===== src/design/gpe_pkg.sv =====
// shared types, constants and the base32 alphabet for the geohash point encoder
`default_nettype none
package gpe_pkg;

   localparam int MAX_CHARS_DEFAULT = 12;
   localparam int LAT_WIDTH = 40;
   localparam int LON_WIDTH = 41;
   localparam int COUNT_WIDTH = 4;
   localparam int SYMBOL_BITS = 5;
   localparam int CHAR_WIDTH = 7;

   // interval bounds in degrees times 2^32
   localparam logic signed [LAT_WIDTH-1:0] LAT_MAX = 40'sd386547056640;
   localparam logic signed [LAT_WIDTH-1:0] LAT_MIN = -40'sd386547056640;
   localparam logic signed [LON_WIDTH-1:0] LON_MAX = 41'sd773094113280;
   localparam logic signed [LON_WIDTH-1:0] LON_MIN = -41'sd773094113280;

   typedef enum logic [1:0] {
      STATUS_OK        = 2'd0,
      STATUS_POINT     = 2'd1,
      STATUS_PRECISION = 2'd2
   } rsp_status_type;

   // controller to datapath
   typedef struct packed {
      logic load;
      logic step;
      logic emit_char;
      logic emit_err;
      logic last;
   } gpe_cmd_type;

   // datapath to controller
   typedef struct packed {
      logic                   point_bad;
      logic                   count_bad;
      logic [COUNT_WIDTH-1:0] num_chars;
   } gpe_stat_type;

   localparam logic [CHAR_WIDTH-1:0] ALPHABET [32] = '{
      7'd48,  7'd49,  7'd50,  7'd51,  7'd52,  7'd53,  7'd54,  7'd55,
      7'd56,  7'd57,  7'd98,  7'd99,  7'd100, 7'd101, 7'd102, 7'd103,
      7'd104, 7'd106, 7'd107, 7'd109, 7'd110, 7'd112, 7'd113, 7'd114,
      7'd115, 7'd116, 7'd117, 7'd118, 7'd119, 7'd120, 7'd121, 7'd122
   };

   function automatic logic [CHAR_WIDTH-1:0] base32_char(input logic [SYMBOL_BITS-1:0] sym);
      base32_char = ALPHABET[sym];
   endfunction

endpackage
`default_nettype wire


===== src/design/geohash_point_encoder.sv =====
// top level of the geohash point encoder: controller plus datapath
`default_nettype none
// usage
//  - request channel: a transaction is taken at a rising edge with start high
//    and busy low; req_latitude and req_longitude are degrees times 2^32,
//    req_num_chars is the number of geohash characters wanted
//  - response channel: each character comes as one transaction, rsp_valid
//    high for exactly one cycle; rsp_last marks the final one of a point
//  - the receiver cannot hold responses off, and none is needed: results are
//    produced from a result register
//  - a point off the globe or a bad count gives one transaction with
//    rsp_last high, nonzero rsp_status and zero character and symbol
// timing
//  - one shared bisection unit resolves one bit per cycle, longitude first
//  - after a range-check state, the bisection unit builds each character from
//    five bit steps and puts it in the result register
//  - busy covers the range check and the bit steps of all N characters (only
//    the range check on an error), so a new transaction waits for the last
//  - the final result sits in its register while the next transaction starts
// reset
//  - synchronous reset returns the sequencer to idle and drops rsp_valid
module geohash_point_encoder #(
   parameter int MAX_CHARS = gpe_pkg::MAX_CHARS_DEFAULT
) (
   input  wire logic                                  clock,
   input  wire logic                                  reset,
   input  wire logic                                  start,
   output logic                                       busy,
   input  wire logic signed [gpe_pkg::LAT_WIDTH-1:0]  req_latitude,
   input  wire logic signed [gpe_pkg::LON_WIDTH-1:0]  req_longitude,
   input  wire logic [gpe_pkg::COUNT_WIDTH-1:0]       req_num_chars,
   output logic                                       rsp_valid,
   output logic [gpe_pkg::CHAR_WIDTH-1:0]             rsp_hash_char,
   output logic [gpe_pkg::SYMBOL_BITS-1:0]            rsp_symbol,
   output logic                                       rsp_last,
   output logic [1:0]                                 rsp_status
);

   // command and status between sequencer and datapath
   gpe_pkg::gpe_cmd_type  cmd;
   gpe_pkg::gpe_stat_type stat;

   // sequencer: idle, range check, then five bit steps per character
   gpe_controller u_controller (
      .clock (clock),
      .reset (reset),
      .start (start),
      .busy  (busy),
      .stat  (stat),
      .cmd   (cmd)
   );

   // operands, interval bounds, bisection and result registers
   gpe_datapath #(
      .MAX_CHARS (MAX_CHARS)
   ) u_datapath (
      .clock          (clock),
      .reset          (reset),
      .req_latitude   (req_latitude),
      .req_longitude  (req_longitude),
      .req_num_chars  (req_num_chars),
      .cmd            (cmd),
      .stat           (stat),
      .rsp_valid      (rsp_valid),
      .rsp_hash_char  (rsp_hash_char),
      .rsp_symbol     (rsp_symbol),
      .rsp_last       (rsp_last),
      .rsp_status     (rsp_status)
   );

endmodule
`default_nettype wire


===== src/design/gpe_controller.sv =====
// sequencer for the geohash encoder: range check, bit steps and character strobes
`default_nettype none
module gpe_controller (
   input  wire logic                  clock,
   input  wire logic                  reset,
   input  wire logic                  start,
   output logic                       busy,
   input  wire gpe_pkg::gpe_stat_type stat,
   output gpe_pkg::gpe_cmd_type       cmd
);

   typedef enum logic [2:0] {
      ST_IDLE  = 3'b001,
      ST_CHECK = 3'b010,
      ST_STEP  = 3'b100
   } state_type;

   localparam logic [2:0] LastBit = 3'(gpe_pkg::SYMBOL_BITS - 1);

   state_type state_ff, state_in;
   logic [2:0] bit_cnt_ff, bit_cnt_in;
   logic [gpe_pkg::COUNT_WIDTH-1:0] char_cnt_ff, char_cnt_in;
   logic final_char;

   assign final_char = ({1'b0, char_cnt_ff} + 5'd1) == {1'b0, stat.num_chars};

   always_comb begin
      state_in    = state_ff;
      bit_cnt_in  = bit_cnt_ff;
      char_cnt_in = char_cnt_ff;
      cmd         = '0;
      unique case (state_ff)
         ST_IDLE: begin
            if (start) begin
               cmd.load = 1'b1;
               state_in = ST_CHECK;
            end
         end
         ST_CHECK: begin
            bit_cnt_in  = '0;
            char_cnt_in = '0;
            if (stat.point_bad || stat.count_bad) begin
               cmd.emit_err = 1'b1;
               cmd.last     = 1'b1;
               state_in     = ST_IDLE;
            end else begin
               state_in = ST_STEP;
            end
         end
         ST_STEP: begin
            cmd.step = 1'b1;
            if (bit_cnt_ff == LastBit) begin
               cmd.emit_char = 1'b1;
               cmd.last      = final_char;
               bit_cnt_in    = '0;
               char_cnt_in   = char_cnt_ff + 4'd1;
               if (final_char) begin
                  state_in = ST_IDLE;
               end
            end else begin
               bit_cnt_in = bit_cnt_ff + 3'd1;
            end
         end
         default: begin
            state_in = ST_IDLE;
         end
      endcase
   end

   always_ff @(posedge clock) begin
      if (reset) begin
         state_ff    <= ST_IDLE;
         bit_cnt_ff  <= '0;
         char_cnt_ff <= '0;
      end else begin
         state_ff    <= state_in;
         bit_cnt_ff  <= bit_cnt_in;
         char_cnt_ff <= char_cnt_in;
      end
   end

   assign busy = (state_ff != ST_IDLE);

endmodule
`default_nettype wire


===== src/design/gpe_datapath.sv =====
// operand registers, shared bisection unit, symbol shifter and result registers
`default_nettype none
module gpe_datapath #(
   parameter int MAX_CHARS = gpe_pkg::MAX_CHARS_DEFAULT
) (
   input  wire logic                                   clock,
   input  wire logic                                   reset,
   input  wire logic signed [gpe_pkg::LAT_WIDTH-1:0]   req_latitude,
   input  wire logic signed [gpe_pkg::LON_WIDTH-1:0]   req_longitude,
   input  wire logic [gpe_pkg::COUNT_WIDTH-1:0]        req_num_chars,
   input  wire gpe_pkg::gpe_cmd_type                   cmd,
   output gpe_pkg::gpe_stat_type                       stat,
   output logic                                        rsp_valid,
   output logic [gpe_pkg::CHAR_WIDTH-1:0]              rsp_hash_char,
   output logic [gpe_pkg::SYMBOL_BITS-1:0]             rsp_symbol,
   output logic                                        rsp_last,
   output logic [1:0]                                  rsp_status
);

   localparam int LatW = gpe_pkg::LAT_WIDTH;
   localparam int LonW = gpe_pkg::LON_WIDTH;
   localparam int SymW = gpe_pkg::SYMBOL_BITS;
   localparam logic [gpe_pkg::COUNT_WIDTH-1:0] MaxCount = gpe_pkg::COUNT_WIDTH'(MAX_CHARS);

   logic signed [LatW-1:0] lat_ff, lat_lo_ff, lat_hi_ff;
   logic signed [LonW-1:0] lon_ff, lon_lo_ff, lon_hi_ff;
   logic [gpe_pkg::COUNT_WIDTH-1:0] count_ff;
   logic on_lon_ff;
   logic [SymW-1:0] sym_ff, sym_in;

   logic signed [LonW-1:0] sel_val, sel_lo, sel_hi, mid;
   logic signed [LonW:0] mid_sum;
   logic bit_out;

   logic valid_ff;
   logic [gpe_pkg::CHAR_WIDTH-1:0] char_ff;
   logic [SymW-1:0] symbol_ff;
   logic last_ff;
   logic [1:0] status_ff;

   // status toward the controller
   assign stat.point_bad = (lat_ff < gpe_pkg::LAT_MIN) || (lat_ff > gpe_pkg::LAT_MAX) ||
                           (lon_ff < gpe_pkg::LON_MIN) || (lon_ff > gpe_pkg::LON_MAX);
   assign stat.count_bad = (count_ff == '0) || (count_ff > MaxCount);
   assign stat.num_chars = count_ff;

   // one bisection per step; lat widened to the lon width, sum is always even
   always_comb begin
      if (on_lon_ff) begin
         sel_val = lon_ff;
         sel_lo  = lon_lo_ff;
         sel_hi  = lon_hi_ff;
      end else begin
         sel_val = LonW'(lat_ff);
         sel_lo  = LonW'(lat_lo_ff);
         sel_hi  = LonW'(lat_hi_ff);
      end
      mid_sum = {sel_lo[LonW-1], sel_lo} + {sel_hi[LonW-1], sel_hi};
      mid     = mid_sum[LonW:1];
      bit_out = (sel_val >= mid);
      sym_in  = {sym_ff[SymW-2:0], bit_out};
   end

   always_ff @(posedge clock) begin
      if (cmd.load) begin
         lat_ff    <= req_latitude;
         lon_ff    <= req_longitude;
         count_ff  <= req_num_chars;
         lat_lo_ff <= gpe_pkg::LAT_MIN;
         lat_hi_ff <= gpe_pkg::LAT_MAX;
         lon_lo_ff <= gpe_pkg::LON_MIN;
         lon_hi_ff <= gpe_pkg::LON_MAX;
         on_lon_ff <= 1'b1;
         sym_ff    <= '0;
      end else if (cmd.step) begin
         on_lon_ff <= !on_lon_ff;
         sym_ff    <= sym_in;
         if (on_lon_ff) begin
            if (bit_out) begin
               lon_lo_ff <= mid;
            end else begin
               lon_hi_ff <= mid;
            end
         end else begin
            if (bit_out) begin
               lat_lo_ff <= mid[LatW-1:0];
            end else begin
               lat_hi_ff <= mid[LatW-1:0];
            end
         end
      end
   end

   // result registers, strobe for one cycle
   always_ff @(posedge clock) begin
      if (reset) begin
         valid_ff <= 1'b0;
      end else begin
         valid_ff <= cmd.emit_char || cmd.emit_err;
      end
   end

   always_ff @(posedge clock) begin
      if (cmd.emit_err) begin
         char_ff   <= '0;
         symbol_ff <= '0;
         last_ff   <= 1'b1;
         status_ff <= stat.point_bad ? gpe_pkg::STATUS_POINT : gpe_pkg::STATUS_PRECISION;
      end else if (cmd.emit_char) begin
         char_ff   <= gpe_pkg::base32_char(sym_in);
         symbol_ff <= sym_in;
         last_ff   <= cmd.last;
         status_ff <= gpe_pkg::STATUS_OK;
      end
   end

   assign rsp_valid     = valid_ff;
   assign rsp_hash_char = char_ff;
   assign rsp_symbol    = symbol_ff;
   assign rsp_last      = last_ff;
   assign rsp_status    = status_ff;

endmodule
`default_nettype wire


===== config.mk =====
export PLATFORM = sky130hd
export DESIGN_NAME = geohash_point_encoder
export DESIGN_NICKNAME = d
export VERILOG_FILES = /design/src/design/gpe_pkg.sv /design/src/design/geohash_point_encoder.sv /design/src/design/gpe_controller.sv /design/src/design/gpe_datapath.sv
export SDC_FILE = /design/constraint.sdc
export NUM_CORES = 1
export LEC_CHECK = 0
export BUFFER_PORTS_ARGS = -buffer_cell sky130_fd_sc_hd__buf_2
export CORE_ASPECT_RATIO = 1.4
export CORE_MARGIN = 3
export CORE_UTILIZATION = 61
export CTS_CLUSTER_DIAMETER = 40
export DETAILED_ROUTE_END_ITERATION = 6
export GPL_ROUTABILITY_DRIVEN = 0
export HOLD_SLACK_MARGIN = 0.08
export MAX_ROUTING_LAYER = met4
export PLACE_DENSITY = 0.88
export SYNTH_ARGS = -nofsm -noshare
export SYNTH_HDL_FRONTEND = slang
export SYNTH_HIERARCHICAL = 1
export SYNTH_SLANG_ARGS = --single-unit

===== constraint.sdc =====
create_clock -name clock -period 7.6 [get_ports clock]
set_clock_uncertainty 0.2 [all_clocks]
set_input_delay 0.38 -clock clock [delete_from_list [all_inputs] [get_ports clock]]
set_output_delay 0.38 -clock clock [all_outputs]
set_load 0.02 [all_outputs]

Yosys cells after proc, flatten, opt, wreduce, memory -nomap -nowiden

Memory sizes are Yosys's and may differ from the RTL's. A register that Yosys moved wholly into a read port is not among the register bits.
Index checks and enable logic that the tools add are counted.

Flip-flop bits (word level): 271
Bits in read-only memories: 224
Input bits: 88
Output and inout port bits: 17
Word-level logic and storage cells: 78
Memories kept: 1

Memories:

| memory           | words | bits a word | read ports | clocked after Yosys merged registers in | wr ports | RTL line      | RTL |
|---|---|---|---|---|---|---|---|
| (name not given) | 32    | 7           | 1          | 1                                       | 0        | gpe_pkg.sv:48 | `base32_char = ALPHABET[sym];` |

$add $sub $neg: 4
Magnitude comparators: 6
Eq/ne operators: 9
Multiplexer cells: 23
Bitwise gates (word level): 3
Reductions and logical operators: 16

Operator list:

| kind                 | count |
|---|---|
| $mux 41              | 3 |
| $add 41x41->42       | 1 |
| $ge 41x41->1         | 1 |
| $gt 41x41->1 const B | 1 |
| $lt 41x41->1 const B | 1 |
| $gt 40x40->1 const B | 1 |
| $lt 40x40->1 const B | 1 |
| $mux 3               | 5 |
| $reduce_and 3->1     | 5 |
| $mux 2               | 5 |
| $pmux 3 s3           | 1 |
| $pmux 4 s2           | 1 |
| $eq 3x3->1 const B   | 2 |
| $logic_or 1x1->1     | 6 |
| $not 5->6            | 1 |
| $pmux 3 s2           | 1 |
| $add 4x1->5 const B  | 1 |
| $eq 5x4->1           | 1 |
| $mux 1               | 5 |
| $add 4x1->4 const B  | 1 |
| $gt 4x4->1 const B   | 1 |
| $logic_not 4->1      | 1 |
| $mux 4               | 1 |
| $ne 2x1->1 const B   | 2 |
| other kinds (10)     | 12 |

Depth between registers and ports, before layout

Gate-level depths: netlist (run 1).

Depth in word-level cells: 8
Gate-level depth with buffers: 30
Depth with buffers taken out: 26

Hierarchy

The synthesis (run 1) kept the hierarchy.

By module, submodules not included:

| module         | times used | cells each | area each (um^2) | seq. area each (um^2) |
|---|---|---|---|---|
| gpe_datapath   | 1          | 1555       | 14387.5          | 6236.0 |
| gpe_controller | 1          | 75         | 615.6            | 200.2 |

Worst setup path before layout (run 1)

No wires, ideal clock.

Path type: register -> register
Start point: register u_datapath.on_lon_ff
End point: register u_datapath.char_ff, in the netlist u_datapath/rsp_hash_char[1]
Setup time: 0.086 ns
Data arrival time: 6.247 ns
Data required time: 7.314 ns
Path slack: 1.067 ns
Cell stages (with the launch flop): 30
Path buffers: 4
Clock period less this slack: 6.533 ns
Path through: dfxtp_1 > clkbuf_1 > clkbuf_1 > clkbuf_1 > mux2_2 > ha_1 > and2b_1 > o2111ai_2 > a31oi_2 > a221oi_4 > o21ai_1 > a21o_1 > xnor2_1 > inv_1 > ha_1 > nand4_1 > or3_4 > nor4_4 > o211ai_1 > and3_4 > a31oi_4 > buf_6 > inv_1 > ha_1 > inv_1 > ha_1 > nor2_1 > a21oi_1 > mux2i_1 > a211oi_1

Cells in the longest elaborated chain, start to end: 4
Elaborated cells between the ends (all ways): 6
Those cells by class: 1 x add/sub; 1 x order compare; 3 x mux; 1 x bitwise

Ends and longest elaborated chain:

| item                                | RTL line           | RTL |
|---|---|---|
| from (decl)                         | gpe_datapath.sv:28 | `logic on_lon_ff;` |
| from (signal assigned)              | gpe_datapath.sv:76 | `on_lon_ff <= !on_lon_ff;` |
| $mux 41                             | gpe_datapath.sv:49 | `if (on_lon_ff) begin` |
| $add 41x41->42                      | gpe_datapath.sv:58 | `mid_sum = {sel_lo[LonW-1], sel_lo} + {sel_hi[LonW-1], sel_hi};` |
| $ge 41x41->1 (*)                    | gpe_datapath.sv:60 | `bit_out = (sel_val >= mid);` |
| named net u_datapath.bit_out        | gpe_datapath.sv:33 | `logic bit_out;` |
| $not 5->6 (not written as such) (*) | gpe_pkg.sv:48      |  |
| to (decl)                           | gpe_datapath.sv:36 | `logic [gpe_pkg::CHAR_WIDTH-1:0] char_ff;` |

Mark *: on every way through the listed nets, which the timed path passes. The rest lies on a longest branch.
A chain may end at the register's enable or synchronous reset.

Worst setup path in the final report (run 1)

Start point: register u_datapath.on_lon_ff
End point: register u_datapath.lat_lo_ff[1]

Cells in the longest elaborated chain, start to end: 4
Elaborated cells between the ends (all ways): 7
Those cells by class: 1 x add/sub; 1 x order compare; 3 x mux; 1 x bitwise; 1 x reduce/logical

Ends and longest elaborated chain:

| item                       | RTL line           | RTL |
|---|---|---|
| $mux 41                    | gpe_datapath.sv:49 |  |
| $add 41x41->42             | gpe_datapath.sv:58 |  |
| $ge 41x41->1               | gpe_datapath.sv:60 |  |
| $reduce_and 3->1 (no line) | -                  |  |
| to (signal assigned)       | gpe_datapath.sv:69 | `lat_lo_ff <= gpe_pkg::LAT_MIN;` |
| to (signal assigned)       | gpe_datapath.sv:86 | `lat_lo_ff <= mid[LatW-1:0];` |
| to (decl)                  | gpe_datapath.sv:25 | `logic signed [LatW-1:0] lat_ff, lat_lo_ff, lat_hi_ff;` |

Parallel ways exist; a longest one is shown, timed or not.

==> results.md, run 1 <==
* Core area at 0.0241 mm^2
* Area grow syn2layout at 17.3%
* Synth area leader: dfxtp_1
* Crit path kind: reg -> reg
* Largest family of logic cells by synthesized area: compound AO/OA/AOI/OAI gates
* Max-slew headroom at 17.0%
* Hold Crit Depth at 2
* Clock buffer count from CTS at 35
* Slew Viols, Final at 0
* Row cnt at 67
* Crit. End Element: flip-flop
* # setup viols final at 0
* Fin area at 0.0176 mm^2
* Status: complete, but fails checks
* Slowest Stage Delay on Critical Path at 660 ps
* Post-synthesis sequential area ratio at 42.9%
* Synth Area in Adders at 7.64%
* Synth top area cells: dfxtp_1 25%, edfxtp_1 17%, mux2_2 8.3%
* Worst VDD drop at 569 uV
* Reg2Reg Depth at 21
* Crit-path cells: buf_4 -> mux2_2 -> ha_1 -> a21o_1 -> a21o_1 -> a221oi_4 -> o21a_1 -> nor3_1 -> nor3_1 -> inv_1 -> ha_1 -> nand4_1 -> or3_4 -> nor4_4 -> o211ai_1 -> and3_4 -> a31oi_4 -> buf_4 -> nand3b_2 -> nand2_1 -> a21oi_1
* GRT overflow at 0
* Synthesis-stage register bit count at 278
* Failing checks: design-rule violations
* Syn avg cell area at 9.20 um^2
* Die W at 139 um
* Fraction of registers with async set/reset at 0%
* P per Cell Area at 440 mW/mm^2
* H-tree Lvls at 2
* DRC Markers at 15
* Full die area at 0.0265 mm^2
* Root Driver: clkbuf_16
* Placed cells at 1968
* Slowest CP cell: nor3_1
* Initial Util at 62.4%
* RR Endpoint: u_datapath/lat_lo_ff[1]
* Area after DPL at 0.0156 mm^2
* CTS tree: built
* Initial antenna violation count at 0
* Worst endpoint required time at 7750 ps
* Clock-pin slew on the worst setup and hold paths at 60 ps
* Reg area at 0.00644 mm^2
* Post-synthesis net count at 1809
* Hold path endpoint: u_datapath/lat_hi_ff[6]
* Fmax at 137 MHz
* HP Class: reg -> reg
* Min-delay src: u_datapath/lat_hi_ff[6]
* RSZ-0062 raised after global routing: false
* Post-route insts no fill at 2119
* Post-DRT Antenna Nets at 0
* DRT Wirelength at 46400 um
* Wire per inst at 21.9 um
* Fraction of layout cells with a size suffix above 1 at 18.3%
* CP bufs+invs at 3
* Synth warn at 6
* Total global-route track usage at 34.7%
* Final min period at 7320 ps
* Synth top area share at 25.5%
* Latest clock arrival within the worst-skew pair at 520 ps
* Cell variety after synth at 90
* FILL cells at 1502
* Vias in the first global route at 14000
* First-pass GRT wire length at 72100 um
* EDFF count, synth at 87
* Setup TNS at 0 ps
* DRT Pass-1 Iters at 7
* Hold WS at 254 ps
* Slew @ Worst Pin at 1250 ps
* Clock sinks at 278
* IO Port Bufs at 104
* RR Startpoint: u_datapath/on_lon_ff
* Synth Area in XOR/XNOR at 2.48%
* Final hold violation count at 0
* Mux cell area share after synthesis at 9.33%
* Worst R2R Setup Slack at 280 ps
* Clock Path Buffers at 3
* Initial DRC Count at 1438
* Main flop type after synthesis: dfxtp_1
* Post-synthesis cell count at 1630
* Maximum fanout along the worst path at 23
* Compound-Gate Fraction of Synth Area at 16.7%
* Die Y at 192 um
* Pin count of the biggest net entering global routing at 230
* Final worst path period share at 96.3%
* Top cell family by delay on the critical path: simple AND/OR/NAND/NOR gates
* Fraction of the mapped netlist area in simple logic gates at 16.2%
* Via count at 13700
* Area of the multi-input gates at 0.00788 mm^2
* Maxcap violations at 0
* ANT cells at 0
* Io pins at 105
* P_leak at 7.06 nW
* CP Data Arrival Time at 7470 ps
* Type of origin of the critical path: flip-flop
* Nets@finish at 1963
* Post-Syn Area at 0.0150 mm^2
* Vias per cell at 6.45
* HPWL after DPL at 26100 um
flip-flops by register name, indices dropped and copies added, names as in the netlist, 2 cells and up:
name,cells
u_datapath/lon_ff,41
u_datapath/lon_hi_ff,41
u_datapath/lon_lo_ff,41
u_datapath/lat_ff,40
u_datapath/lat_hi_ff,40
u_datapath/lat_lo_ff,40
u_datapath/rsp_hash_char,7
u_datapath/rsp_symbol,5
u_controller/char_cnt_ff,4
u_datapath/count_ff,4
u_datapath/sym_ff,4
u_controller/bit_cnt_ff,3
u_controller/state_ff,3
u_datapath/rsp_status,2
cell usage in the layout (no fill, tap or decap), drive strengths merged, types with 20 or more instances in the layout:
cell type    netlist  routed
nand4             20      20
buf               40     119
a21oi            210     210
dlygate4sd3        0      87
dfxtp            191     191
nand3             30      30
ha                90      90
xnor2             22      22
o21ai             58      58
clkbuf            50      42
nor4              20      20
nor2              75      75
inv               64      73
mux2             111     111
a21o              37      37
edfxtp            87      87
nand2            327     327
cell families (layout without fill, tap and decap cells):
group,count (synthesis),count (layout)
adders and majority gates,91,91
and+or+nand+nor,541,542
xor gates and xnor gates,39,39
DFF,278,278
buffers and inverters,154,332
muxes,126,126
AOI/OAI and AO/OA,401,401
synthesized netlist by cell type, types with 8 or more instances:
| cell | n |
|---|---|
| ha_1 | 90 |
| o21ai_1 | 24 |
| inv_1 | 63 |
| nor2_1 | 74 |
| o21bai_1 | 8 |
| a21o_1 | 37 |
| edfxtp_1 | 87 |
| mux2i_1 | 15 |
| buf_6 | 9 |
| dfxtp_1 | 191 |
| o211ai_1 | 17 |
| a21oi_1 | 207 |
| clkbuf_1 | 49 |
| nand3_1 | 29 |
| a31oi_1 | 8 |
| nor4_1 | 18 |
| nor3_1 | 11 |
| mux2_2 | 111 |
| nand2b_1 | 8 |
| nand4_1 | 20 |
| buf_4 | 10 |
| buf_2 | 17 |
| xor2_1 | 15 |
| o21ai_0 | 33 |
| nand2_1 | 326 |
| xnor2_1 | 20 |
| a211oi_1 | 12 |
worst max-delay path by stage:
stage                          from                     endpoint  slack [ps]  cells past startpoint
6_report       u_datapath/on_lon_ff      u_datapath/lat_lo_ff[1]         280                     21
5_1_grt        u_datapath/on_lon_ff     u_datapath/lat_lo_ff[30]         140                     22
4_1_cts        u_datapath/on_lon_ff     u_datapath/lat_lo_ff[27]         620                     22
3_5_place_dp   u_datapath/on_lon_ff     u_datapath/lat_lo_ff[35]         660                     22
3_3_place_gp   u_datapath/on_lon_ff     u_datapath/lat_lo_ff[35]         820                     22
2_1_floorplan  u_datapath/on_lon_ff  u_datapath/rsp_hash_char[1]        1070                     29
worst register-to-register path: stages (launching register included):
cell and delay [ps]:
dfxtp_4 620, buf_4 350, mux2_2 380, ha_1 370, a21o_1 210, a21o_1 200
a221oi_4 400, o21a_1 310, nor3_1 90, nor3_1 660, inv_1 140, ha_1 340
nand4_1 300, or3_4 480, nor4_4 280, o211ai_1 150, and3_4 210, a31oi_4 230
buf_4 260, nand3b_2 620, nand2_1 300, a21oi_1 90
per-layer routing:
| metal | part of all wire, % | global-route usage (%) | vias up | routed length [um] |
|---|---|---|---|---|
| met5 | 0 | - | - | 0 |
| met4 | 8.8 | 25.4 | 0 | 4100 |
| met3 | 9.5 | 7.96 | 329 | 4400 |
| met2 | 48 | 58.4 | 937 | 22200 |
| met1 | 34 | 35.5 | 6309 | 15600 |
| li1 | - | - | 6089 | - |
power breakdown:
part	total (W)	internal [W]	switching (W)	leakage, nW
combinational	0.00420	0.00150	0.00270	4.17
sequential	0.00194	0.00177	0.000169	2.36
clock	0.00160	0.000927	0.000674	0.537
total	0.00774	0.00420	0.00354	7.06
repair_timing:
action	in CTS	in global routing
setup endpoints to repair	0	122
buffers inserted	0	1
hold buffers	87	0
resized for setup	0	1
endpoints found under the hold margin	95	0
cell type report:
cell class | count | area share (%)
Clock inverter | 20 | 0.960
Multi-Input combinational cell | 1199 | 44.8
Tap cell | 310 | 2.20
Inverter | 64 | 1.39
Clock buffer | 42 | 5.30
Timing Repair Buffer | 206 | 8.73
Sequential cell | 278 | 36.6
stage by stage:
step | setup WS, ps | power [W] | utilization, %
floorplan | 1070 | 0.00477 | -
global placement | 822 | 0.00558 | 64.7
detailed placement | 663 | 0.00569 | 64.7
CTS | 625 | 0.00733 | 72.9
global route | 135 | 0.00802 | 73.1
finish | 282 | 0.00774 | 73.1
Note: power is estimated with default switching activity, not from simulation.
==> inputs of run 2 (changes only) <==
CORE_UTILIZATION = 55   (was 61)
PLACE_DENSITY = 0.85   (was 0.88)
REMOVE_ABC_BUFFERS = 1   (was unset)
clock period = 6.3 ns   (was 7.6 ns; I/O delays follow)
==> results.md, run 2 (synthesis gave the netlist of run 1 again) <==
* Slew Viols, Final at 0 (unchanged)
* Initial antenna violation count at 0 (unchanged)
* Post-layout power at 0.00917 W (+18%)
* Area grow syn2layout at 23.2%
* Hold Crit Depth at 2 (unchanged)
* Worst VDD drop at 732 uV (+29%)
* Slowest CP cell: dfxtp_4
* Pin count of the biggest net entering global routing at 231 (+0.43%)
* Die W at 146 um (+5.1%)
* Fraction of layout cells with a size suffix above 1 at 23.6% (+5.3 points)
* Min-delay src: u_datapath/lon_lo_ff[30]
* Maximum fanout along the worst path at 13 (-43%)
* Fmax at 159 MHz (+17%)
* Clock buffer count from CTS at 30 (-14%)
* Max-slew headroom at 13.9% (-3.1 points)
* Fin area at 0.0185 mm^2 (+5.0%)
* Slew @ Worst Pin at 1290 ps (+46.2 ps)
* H-tree Lvls at 1 (-1)
* RR Endpoint: u_datapath/lat_hi_ff[18]
* Final hold violation count at 0 (unchanged)
* Clock Path Buffers at 3 (unchanged)
* Root Driver: clkbuf_16
* Largest registers: u_datapath/lon_ff x41, u_datapath/lon_hi_ff x41, u_datapath/lon_lo_ff x41
* FILL cells at 1819 (+21%)
* Clock-pin slew on the worst setup and hold paths at 60 ps (about the same)
* DRT Pass-1 Iters at 6 (-1)
* Final min period at 6270 ps (-1050 ps)
* Placed cells at 2068 (+5.1%)
* Full die area at 0.0293 mm^2 (+10%)
* HP Class: reg -> reg
* IO Port Bufs at 104 (unchanged)
* CP Data Arrival Time at 6520 ps (-950 ps)
* Total global-route track usage at 31.1% (-3.6 points)
* Crit path kind: reg -> reg
* Hold path endpoint: u_datapath/lon_lo_ff[30]
* Nets@finish at 2020 (+2.9%)
* Reg2Reg Depth at 25 (+19%)
* Die Y at 201 um (+5.1%)
* Crit. End Element: flip-flop
* Area after DPL at 0.0162 mm^2 (+3.8%)
* Post-DRT Antenna Nets at 0 (unchanged)
* P_leak at 7.43 nW (+5.1%)
* DP Worst Slack at 7.60 ps (-655 ps)
* CP bufs+invs at 6 (+3)
* Worst endpoint required time at 6550 ps (-1200 ps)
* Commonest cells after routing, fill and taps aside: 324 x nand2_1, 196 x a21oi_1, 190 x dfxtp_1
* Clock sinks at 278 (unchanged)
* GRT overflow at 0 (unchanged)
* Vias per cell at 6.25 (-3.1%)
* RR Startpoint: u_datapath/on_lon_ff
* Core area at 0.0265 mm^2 (+9.9%)
* Latest clock arrival within the worst-skew pair at 570 ps (+50 ps)
* Via count at 13900 (+1.8%)
* Worst R2R Setup Slack at 30 ps (-250 ps)
* HPWL after DPL at 27700 um (+6.3%)
* Maxcap violations at 0 (unchanged)
* Type of origin of the critical path: flip-flop
* DRT Wirelength at 46800 um (+1.0%)
* Final worst slack at 29.7 ps (-252 ps)
* Setup TNS at 0 ps (unchanged)
* Top cell family by delay on the critical path: compound AO/OA/AOI/OAI gates
* P per Cell Area at 496 mW/mm^2 (+13%)
* Status: completed
* Row cnt at 70 (+4.5%)
* Vias in the first global route at 14100 (+0.68%)
* Initial DRC Count at 1396 (-2.9%)
* Io pins at 105 (unchanged)
* DRC Markers at 0 (-15)
* Initial Util at 56.7% (-5.6 points)
* CTS tree: built
* Final worst path period share at 99.5% (+3.2 points)
* # setup viols final at 0 (unchanged)
* Post-route insts no fill at 2225 (+5.0%)
* ANT cells at 0 (unchanged)
* Wire per inst at 21.1 um (-3.8%)
* First-pass GRT wire length at 72100 um (about the same)
* Slowest Stage Delay on Critical Path at 440 ps (-220 ps)
* CP dominant cell by count: buf_4
* Commonest non-fill, non-tap cell in the layout: nand2_1
## run 2: cell count changes in the layout (fill, tap and decap cells not counted), moves of 6 or more
cell and change:
a21oi_1 -11, buf_12 +12, buf_4 +47, a21oi_2 +10, ha_2 +6, ha_1 -7
## run 2: worst max path at each step
stage / startpoint / to / slack [ps] / depth (start not counted)
floorplan: u_controller/state_ff[0] / u_datapath/lat_hi_ff[39] / -7160 / 6
global placement: u_datapath/on_lon_ff / u_datapath/rsp_hash_char[1] / 90 / 26
detailed placement: u_datapath/on_lon_ff / u_datapath/rsp_hash_char[1] / 8 / 26
CTS: u_datapath/on_lon_ff / u_datapath/rsp_hash_char[1] / 40 / 26
global route: u_datapath/on_lon_ff / u_datapath/rsp_hash_char[1] / -140 / 27
finish: u_datapath/on_lon_ff / u_datapath/lat_hi_ff[18] / 30 / 25
## run 2: final cells by class
| type | count | area, um^2 | share of cell area, % |
|---|---|---|---|
| Clock buffer | 37 | 840 | 4.54 |
| Clock inverter | 19 | 140 | 0.758 |
| Inverter | 64 | 245 | 1.33 |
| Multi-Input combinational cell | 1198 | 8170 | 44.2 |
| Sequential cell | 278 | 6440 | 34.8 |
| Tap cell | 360 | 450 | 2.44 |
| Timing Repair Buffer | 269 | 2190 | 11.9 |
## run 2: worst register-to-register path, delay by kind of cell (launching register included)
| family | cells | cell delay (ps) |
|---|---|---|
| adders and majority gates | 2 | 720 |
| muxes | 1 | 330 |
| and+or+nand+nor | 4 | 630 |
| buffers and inverters | 6 | 1060 |
| AOI/OAI and AO/OA | 11 | 2520 |
| xor gates and xnor gates | 1 | 260 |
| DFF | 1 | 440 |
## run 2: repair_timing
action / in CTS / in global routing
hold buffers: 87 / 0
gates resized for setup: 3 / 68
buffers inserted: 3 / 9
pin swaps: 0 / 15
setup endpoints to repair: 2 / 167
cloned: 0 / 2
endpoints found under the hold margin: 104 / 0
## run 2: power by group
part | internal [W] | leakage (nW) | switching, W | total (W)
Combinational | 0.00206 | 4.60 | 0.00308 | 0.00515
Clock | 0.000962 | 0.474 | 0.000766 | 0.00173
Sequential | 0.00213 | 2.36 | 0.000163 | 0.00230
Total | 0.00516 | 7.43 | 0.00401 | 0.00917
## run 2: through the flow
step | utilization [%] | hold WS, ps
after floorplan | - | 184
after global placement | 61.1 | 238
after detailed placement | 61.1 | 246
after CTS | 68.3 | 241
after global routing | 69.9 | 247
final | 69.9 | 253
## run 2: routing by layer
metal	wire [um]	track usage (%)
met1	15800	31.3
met2	22900	53.6
met3	3660	5.43
met4	4480	23.3
met5	0	-
